$ cat config.mk
export PLATFORM = sky130hd
export DESIGN_NAME = binary_block_downsampler
export DESIGN_NICKNAME = d
export VERILOG_FILES = /design/src/design/bbd_pkg.sv /design/src/design/bbd_cfg.sv /design/src/design/bbd_scan.sv /design/src/design/bbd_count.sv /design/src/design/binary_block_downsampler.sv
export SDC_FILE = /design/constraint.sdc
export NUM_CORES = 2
export LEC_CHECK = 0
export ABC_AREA = 1
export CAP_MARGIN = 40
export CORE_MARGIN = 2
export CORE_UTILIZATION = 42
export DETAILED_ROUTE_END_ITERATION = 12
export DONT_BUFFER_PORTS = 1
export PLACE_DENSITY = 0.56
export SYNTH_ARGS = -nofsm -noshare
export SYNTH_HDL_FRONTEND = slang
export SYNTH_HIERARCHICAL = 1
export SYNTH_SLANG_ARGS = --single-unit
$ cat constraint.sdc
create_clock -name clk -period 40.1 [get_ports clk]
set_input_delay 8.02 -clock clk [delete_from_list [all_inputs] [get_ports clk]]
set_output_delay 8.02 -clock clk [all_outputs]
set_load 0.02 [all_outputs]
$ cat src/design/bbd_pkg.sv
`default_nettype none
package bbd_pkg;

  localparam int MAX_WIDTH  = 1024;
  localparam int MAX_RATIO  = 16;
  localparam int MAX_HEIGHT = 1024;

  localparam int COL_W   = $clog2(MAX_WIDTH);
  localparam int ROW_W   = 10;
  localparam int SUB_W   = $clog2(MAX_RATIO);
  localparam int RATIO_W = 5;
  localparam int DIM_W   = 11;
  localparam int PIX_W   = 8;
  localparam int CIDX_W  = 2;

  localparam logic [RATIO_W-1:0] RATIO_RST  = 5'd2;
  localparam logic [DIM_W-1:0]   WIDTH_RST  = 11'd640;
  localparam logic [DIM_W-1:0]   HEIGHT_RST = 11'd480;

  localparam logic [1:0]       CNT_SAT = 2'd2;
  localparam logic [PIX_W-1:0] PIX_ON  = 8'hFF;
  localparam logic [PIX_W-1:0] PIX_OFF = 8'h00;

  typedef enum logic [CIDX_W-1:0] {
    REG_RATIO  = 2'd0,
    REG_WIDTH  = 2'd1,
    REG_HEIGHT = 2'd2
  } cfg_reg_t;

  typedef struct packed {
    logic [RATIO_W-1:0] ratio;
    logic [DIM_W-1:0]   width;
    logic [DIM_W-1:0]   height;
  } cfg_t;

  typedef struct packed {
    logic             active;
    logic             first;
    logic             seg_start;
    logic             seg_end;
    logic             last;
    logic             frame_last;
    logic [COL_W-1:0] col;
    logic [ROW_W-1:0] row;
  } scan_t;

endpackage
`default_nettype wire

$ cat src/design/bbd_cfg.sv
`default_nettype none
module bbd_cfg
  import bbd_pkg::*;
(
  input  wire logic              clk,
  input  wire logic              rst,
  input  wire logic              cfg_valid,
  input  wire logic [CIDX_W-1:0] cfg_index,
  input  wire logic [DIM_W-1:0]  cfg_data,
  output cfg_t                   cfg,
  output logic                   restart
);

  logic [RATIO_W-1:0] r_in;
  logic [DIM_W-1:0]   d_in, h_in;

  always_comb begin
    r_in = cfg_data[RATIO_W-1:0];
    if (r_in == '0) begin
      r_in = RATIO_W'(1);
    end else if (r_in > RATIO_W'(MAX_RATIO)) begin
      r_in = RATIO_W'(MAX_RATIO);
    end
    d_in = cfg_data;
    if (d_in == '0) begin
      d_in = DIM_W'(1);
    end else if (d_in > DIM_W'(MAX_WIDTH)) begin
      d_in = DIM_W'(MAX_WIDTH);
    end
    h_in = cfg_data;
    if (h_in == '0) begin
      h_in = DIM_W'(1);
    end else if (h_in > DIM_W'(MAX_HEIGHT)) begin
      h_in = DIM_W'(MAX_HEIGHT);
    end
  end

  always_comb begin
    case (cfg_index)
      REG_RATIO, REG_WIDTH, REG_HEIGHT: restart = cfg_valid;
      default: restart = 1'b0;
    endcase
  end

  always_ff @(posedge clk) begin
    if (rst) begin
      cfg.ratio  <= RATIO_RST;
      cfg.width  <= WIDTH_RST;
      cfg.height <= HEIGHT_RST;
    end else if (cfg_valid) begin
      case (cfg_index)
        REG_RATIO:  cfg.ratio  <= r_in;
        REG_WIDTH:  cfg.width  <= d_in;
        REG_HEIGHT: cfg.height <= h_in;
        default: ;
      endcase
    end
  end

endmodule
`default_nettype wire

$ cat src/design/bbd_scan.sv
`default_nettype none
module bbd_scan
  import bbd_pkg::*;
(
  input  wire logic clk,
  input  wire logic rst,
  input  wire cfg_t cfg,
  input  wire logic restart,
  input  wire logic step,
  output scan_t     scan
);

  logic [ROW_W-1:0] in_col, in_row;
  logic [SUB_W-1:0] sub_col, sub_row;
  logic [DIM_W-1:0] block_col, block_row;
  logic [DIM_W-1:0] blk_x0, blk_y0;

  logic [DIM_W:0]   x_end, y_end, x_end2, y_end2;
  logic [RATIO_W-1:0] sc1, sr1;
  logic [DIM_W-1:0] ic1, ir1;
  logic col_ok, row_ok, col_wrap, row_wrap;

  always_comb begin
    x_end  = {1'b0, blk_x0} + (DIM_W+1)'(cfg.ratio);
    y_end  = {1'b0, blk_y0} + (DIM_W+1)'(cfg.ratio);
    x_end2 = x_end + (DIM_W+1)'(cfg.ratio);
    y_end2 = y_end + (DIM_W+1)'(cfg.ratio);
    col_ok = x_end <= {1'b0, cfg.width};
    row_ok = y_end <= {1'b0, cfg.height};
    sc1    = {1'b0, sub_col} + RATIO_W'(1);
    sr1    = {1'b0, sub_row} + RATIO_W'(1);
    ic1    = {1'b0, in_col} + DIM_W'(1);
    ir1    = {1'b0, in_row} + DIM_W'(1);
    col_wrap = ic1 >= cfg.width;
    row_wrap = ir1 >= cfg.height;

    scan.active     = col_ok && row_ok;
    scan.seg_start  = sub_col == '0;
    scan.seg_end    = sc1 == cfg.ratio;
    scan.first      = scan.seg_start && sub_row == '0;
    scan.last       = scan.seg_end && sr1 == cfg.ratio;
    scan.frame_last = x_end2 > {1'b0, cfg.width} && y_end2 > {1'b0, cfg.height};
    scan.col        = block_col[COL_W-1:0];
    scan.row        = block_row[ROW_W-1:0];
  end

  always_ff @(posedge clk) begin
    if (rst || restart) begin
      in_col    <= '0;
      in_row    <= '0;
      sub_col   <= '0;
      sub_row   <= '0;
      block_col <= '0;
      block_row <= '0;
      blk_x0    <= '0;
      blk_y0    <= '0;
    end else if (step) begin
      if (scan.active) begin
        if (scan.seg_end) begin
          sub_col   <= '0;
          block_col <= block_col + DIM_W'(1);
          blk_x0    <= x_end[DIM_W-1:0];
        end else begin
          sub_col <= sc1[SUB_W-1:0];
        end
      end
      if (col_wrap) begin
        in_col    <= '0;
        sub_col   <= '0;
        block_col <= '0;
        blk_x0    <= '0;
        if (row_wrap) begin
          in_row    <= '0;
          sub_row   <= '0;
          block_row <= '0;
          blk_y0    <= '0;
        end else begin
          in_row <= ir1[ROW_W-1:0];
          if (sr1 >= cfg.ratio) begin
            sub_row   <= '0;
            block_row <= block_row + DIM_W'(1);
            blk_y0    <= y_end[DIM_W-1:0];
          end else begin
            sub_row <= sr1[SUB_W-1:0];
          end
        end
      end else begin
        in_col <= ic1[ROW_W-1:0];
      end
    end
  end

endmodule
`default_nettype wire

$ cat src/design/bbd_count.sv
`default_nettype none
module bbd_count
  import bbd_pkg::*;
(
  input  wire logic             clk,
  input  wire logic             rst,
  input  wire logic             take,
  input  wire scan_t            scan,
  input  wire logic [PIX_W-1:0] pixel,
  output logic                  in_ready,
  output logic                  out_valid,
  input  wire logic             out_ready,
  output logic [PIX_W-1:0]      out_pixel,
  output logic [ROW_W-1:0]      out_row,
  output logic [COL_W-1:0]      out_col,
  output logic                  frame_last
);

  logic [1:0] mem [MAX_WIDTH];

  logic             a_valid;
  scan_t            a;
  logic             a_set;
  logic [1:0]       rd_data;
  logic             lw_valid;
  logic [COL_W-1:0] lw_idx;
  logic [1:0]       lw_data;
  logic [1:0]       acc;

  logic [1:0] base, cnt;
  logic       emit, go;

  always_comb begin
    if (a.first) begin
      base = '0;
    end else if (a.seg_start) begin
      base = (lw_valid && lw_idx == a.col) ? lw_data : rd_data;
    end else begin
      base = acc;
    end
    cnt  = (a_set && base != CNT_SAT) ? base + 2'd1 : base;
    emit = a_valid && a.active && a.last;
    go   = a_valid && (!emit || !out_valid || out_ready);
    in_ready = !a_valid || go;
  end

  always_ff @(posedge clk) begin
    if (take) begin
      rd_data <= mem[scan.col];
    end
    if (go && a.active && a.seg_end) begin
      mem[a.col] <= cnt;
    end
  end

  always_ff @(posedge clk) begin
    if (take) begin
      a     <= scan;
      a_set <= pixel != '0;
    end
    if (go && a.active) begin
      acc <= cnt;
    end
    if (go && a.active && a.seg_end) begin
      lw_idx  <= a.col;
      lw_data <= cnt;
    end
    if (go && emit) begin
      out_pixel  <= (cnt >= CNT_SAT) ? PIX_ON : PIX_OFF;
      out_row    <= a.row;
      out_col    <= a.col;
      frame_last <= a.frame_last;
    end
  end

  always_ff @(posedge clk) begin
    if (rst) begin
      a_valid   <= 1'b0;
      out_valid <= 1'b0;
      lw_valid  <= 1'b0;
    end else begin
      if (take) begin
        a_valid <= 1'b1;
      end else if (go) begin
        a_valid <= 1'b0;
      end
      if (go && emit) begin
        out_valid <= 1'b1;
      end else if (out_ready) begin
        out_valid <= 1'b0;
      end
      if (go && a.active && a.seg_end) begin
        lw_valid <= 1'b1;
      end
    end
  end

endmodule
`default_nettype wire

$ cat src/design/binary_block_downsampler.sv
// channel  valid      ready      payload
// in       in_valid   in_ready   pixel
// out      out_valid  out_ready  out_pixel, out_row, out_col, frame_last
// cfg      cfg_valid  cfg_ready  cfg_index, cfg_data
//
// One pixel per cycle unless a held output stalls. A beat is registered in the
// input stage, then the block result lands in the output register.
// Line store: one 2-bit count per block column, read when the beat is taken,
// last write forwarded. Reset and any register write restart the frame.
// cfg_ready is always high. A held output stalls input only on a block end.
`default_nettype none
module binary_block_downsampler
  import bbd_pkg::*;
(
  input  wire logic              clk,
  input  wire logic              rst,
  input  wire logic              in_valid,
  output logic                   in_ready,
  input  wire logic [PIX_W-1:0]  pixel,
  output logic                   out_valid,
  input  wire logic              out_ready,
  output logic [PIX_W-1:0]       out_pixel,
  output logic [ROW_W-1:0]       out_row,
  output logic [COL_W-1:0]       out_col,
  output logic                   frame_last,
  input  wire logic              cfg_valid,
  output logic                   cfg_ready,
  input  wire logic [CIDX_W-1:0] cfg_index,
  input  wire logic [DIM_W-1:0]  cfg_data
);

  cfg_t  cfg;
  scan_t scan;
  logic  restart;
  logic  take;

  assign cfg_ready = 1'b1;
  assign take      = in_valid && in_ready;

  bbd_cfg u_cfg (
    .clk       (clk),
    .rst       (rst),
    .cfg_valid (cfg_valid),
    .cfg_index (cfg_index),
    .cfg_data  (cfg_data),
    .cfg       (cfg),
    .restart   (restart)
  );

  bbd_scan u_scan (
    .clk     (clk),
    .rst     (rst),
    .cfg     (cfg),
    .restart (restart),
    .step    (take),
    .scan    (scan)
  );

  bbd_count u_count (
    .clk        (clk),
    .rst        (rst),
    .take       (take),
    .scan       (scan),
    .pixel      (pixel),
    .in_ready   (in_ready),
    .out_valid  (out_valid),
    .out_ready  (out_ready),
    .out_pixel  (out_pixel),
    .out_row    (out_row),
    .out_col    (out_col),
    .frame_last (frame_last)
  );

  a_stall_only_on_full_out: assert property (@(posedge clk) disable iff (rst)
    !in_ready |-> out_valid && !out_ready)
    else $error("input stalled without a held result");

  a_pixel_binary: assert property (@(posedge clk) disable iff (rst)
    out_valid |-> out_pixel == PIX_ON || out_pixel == PIX_OFF)
    else $error("result pixel not binary");

  a_ratio_one_black: assert property (@(posedge clk) disable iff (rst)
    out_valid && cfg.ratio == RATIO_W'(1) |-> out_pixel == PIX_OFF)
    else $error("single-pixel block reported set");

endmodule
`default_nettype wire
==> metrics.csv <==
stage;metric;value;unit
clocking;cts.htree.levels;4;
drt;drc;0;
setup_path;cp.buffers_inverters;0;
clocking;cts_setup_buffers;0;
floorplanning;die_width;484.6;microns
power;ir_drop;0.03641;mV
floorplanning;die_area;0.2348;sq mm
setup_path;worst_ep_required_time;32.08;ns
clocking;clock_sinks;2213;
setup_path;endpoint_kind;output pin;
clocking;cts-root-buf;clkbuf_16;
synth;synth_area_leaders;edfxtp_1, nand3_1, nand2_1, nor2_1, dfxtp_1;
synth;yosysMostFrequentCell;nand2_1;
synth;syn_area_per_cell;10.61;sq um
setup_path;path_delay_family;simple AND/OR/NAND/NOR gates;
sta;rsz0062_at_grt;no;
sta;setup_slack;23.42;ns
setup_path;arrival;8.66;ns
sta;slew_headroom;0.1881;
setup_path;slowest_delay;0.39;ns
setup_path;r2r_cells;18;
clocking;tritoncts.num_buffers;227;
floorplanning;dieHeight;484.6;microns
sta;finalClockSkew;0.03562;ns
place;gp_congestion;0.8014;
setup_path;worst-setup-path-type;primary input to output pin;
grt;grt_overflow;0;
clocking;clk_latency;0.88;ns
place;hpwl;153.1;mm
synth;synth_cell_types;60;
grt;grt_max_degree;220;
drt;vias;68035;
setup_path;crit_path_cell_trace;nor2_1 > nand4_1;
drt;ant_nets;0;
grt;antenna_found_initial;10;
synth;synth.largest_area_cell;edfxtp_1;
drt;drt_iter0_markers;7363;
setup_path;start_kind;primary input;
synth;syn-cell-area;0.09700;sq mm
floorplanning;num_io_pins;58;
sta;setup_viol;0;
synth;synthTopCellsByCount;nand2_1, edfxtp_1, nand3_1;
final_layout;synthToLayoutAreaGrowth;10.86;%
drt;drtPass1Iterations;6;
final_layout;utilization;0.4677;
drt;viasPerCell;5.620;
sta;fin_crit;16.68;ns
sta;tightestPinTransition;1.218;ns
synth;yosys_warnings;6;
hold_path;hp-class;flop to flop;
drt;drt_wl_total;281.9;mm
synth;synthFlopType;edfxtp_1;
place;portBuffers;0;
synth;yosysSeqAreaShare;0.6748;
power;total_power;4.902;mW
clocking;cts_tree;done;
synth;synth.top_cell.area_share;0.6542;
synth;synth-async-reset-ratio;0;
place;post-place-ws;23.42;ns
drt;wl_per_cell;23.29;microns
setup_path;path_depth;2;
run_status;status;finished clean;
final_layout;layout-drive-gt1-share;0.06654;
sta;layout_worst_path_cycle_share;0.4160;
final_layout;finalNetCount;9012;
setup_path;crit_slowest_cell;nand4_1;
sta;setup_tns;0;ns
power;leakage;37.06;nW
flow_run;maxCapViolCount;0;
floorplanning;start_util;0.4219;
synth;synth_seq_cells;2213;
clocking;path_clk_slew;0.06;ns
grt;grt_pass1_vias;66017;
synth;syn_nets;9269;
grt;grt_pass1_wl;414.7;mm
sta;timing.fmax;59.94;MHz
synth;synth_edf_count;2113;
setup_path;crit_path_max_fanout;4;
power;powerDensity;45.58;mW/mm^2
sta;hold_viol_final;0;
floorplanning;coreArea;0.2299;sq mm
clocking;cts.path.max_buffers;3;
clocking;cts_resized;0;
grt;grt_usage;0.2360;
clocking;cts_hold_buf;0;
synth;synth_cells;9139;
floorplanning;rows;176;
hold_path;min_path_cells;0;
sta;slew_violations;0;
routing by layer:
metal | share of wire | track usage | routed length (microns) | up-vias
li1 | - | - | - | 31190
met1 | 0.42 | 0.3286 | 119000 | 33826
met2 | 0.47 | 0.3854 | 132000 | 2579
met3 | 0.079 | 0.02937 | 22200 | 440
met4 | 0.031 | 0.07477 | 8737 | 0
met5 | 0 | 0 | 0 | -
power by group:
group	switching, mW	total [mW]	leakage, nW	internal (mW)
Clock	0.882	2.04	3.49	1.16
Combinational	0.184	0.226	13.7	0.0422
Sequential	0.00483	2.63	19.9	2.63
Total	1.07	4.90	37.1	3.83
area by class of cell:
cell class / count / area, sq um
Multi-Input combinational cell: 6070 / 27840
Tap cell: 3026 / 3786
Antenna cell: 2 / 5.005
Timing Repair Buffer: 186 / 2554
Fill cell: 21242 / 122400
Clock inverter: 124 / 1026
Sequential cell: 2213 / 65470
Clock buffer: 300 / 6121
Inverter: 184 / 730.7
registers in the layout, indices dropped and copies added, names as in the netlist, 11 cells and up:
| name | flops |
|---|---|
| u_scan/blk_y0 | 11 |
| u_count/a | 26 |
| u_cfg/cfg | 27 |
| u_scan/blk_x0 | 11 |
| u_count/mem | 2048 |
placed cells by master, fill, tap and decap left out, types with 35 or more instances in the layout:
| cell | netlist | layout |
|---|---|---|
| o21ai_0 | 35 | 35 |
| ha_1 | 100 | 100 |
| dfxtp_1 | 100 | 94 |
| clkinv_2 | 1 | 38 |
| clkbuf_16 | 0 | 232 |
| buf_16 | 0 | 47 |
| nand3_1 | 2108 | 2108 |
| nand2_1 | 2348 | 2316 |
| clkinv_1 | 2 | 56 |
| nor2_1 | 1125 | 1122 |
| inv_1 | 173 | 169 |
| edfxtp_1 | 2113 | 2113 |
| xor2_1 | 49 | 49 |
| clkbuf_1 | 178 | 62 |
| buf_4 | 47 | 111 |
| a21oi_1 | 101 | 101 |
path summary, 6_finish.rpt:
| kind | from | slack [ns] | to |
|---|---|---|---|
| hold reg to reg | u_count/a[9] | 0.42 | u_count/out_row[9] |
| setup reg to reg | u_count/a[17] | 34.01 | u_count/mem[61][0] |
| setup / recovery | out_ready | 23.42 | in_ready |
| hold / removal | u_count/a[9] | 0.42 | u_count/out_row[9] |
stage by stage:
stage               instance area (sq um)  cells  hold slack (ns)
floorplan                           97000   9139           0.4003
global placement                    98850  11611           0.4067
detailed placement                 100400  11678           0.4062
CTS                                107500  12102           0.4198
global route                       107500  12104           0.4273
finish                             107500  12105           0.4175
logic make-up after synthesis:
group	synth area share
other cells	0.00003866
xor+xnor	0.006643
simple gates	0.2522
fa+ha+maj	0.01372
mux	0.0002064
compound gates	0.01100
flops	0.6748
buf+inv	0.04138
Power figures use the tool's default switching activity.
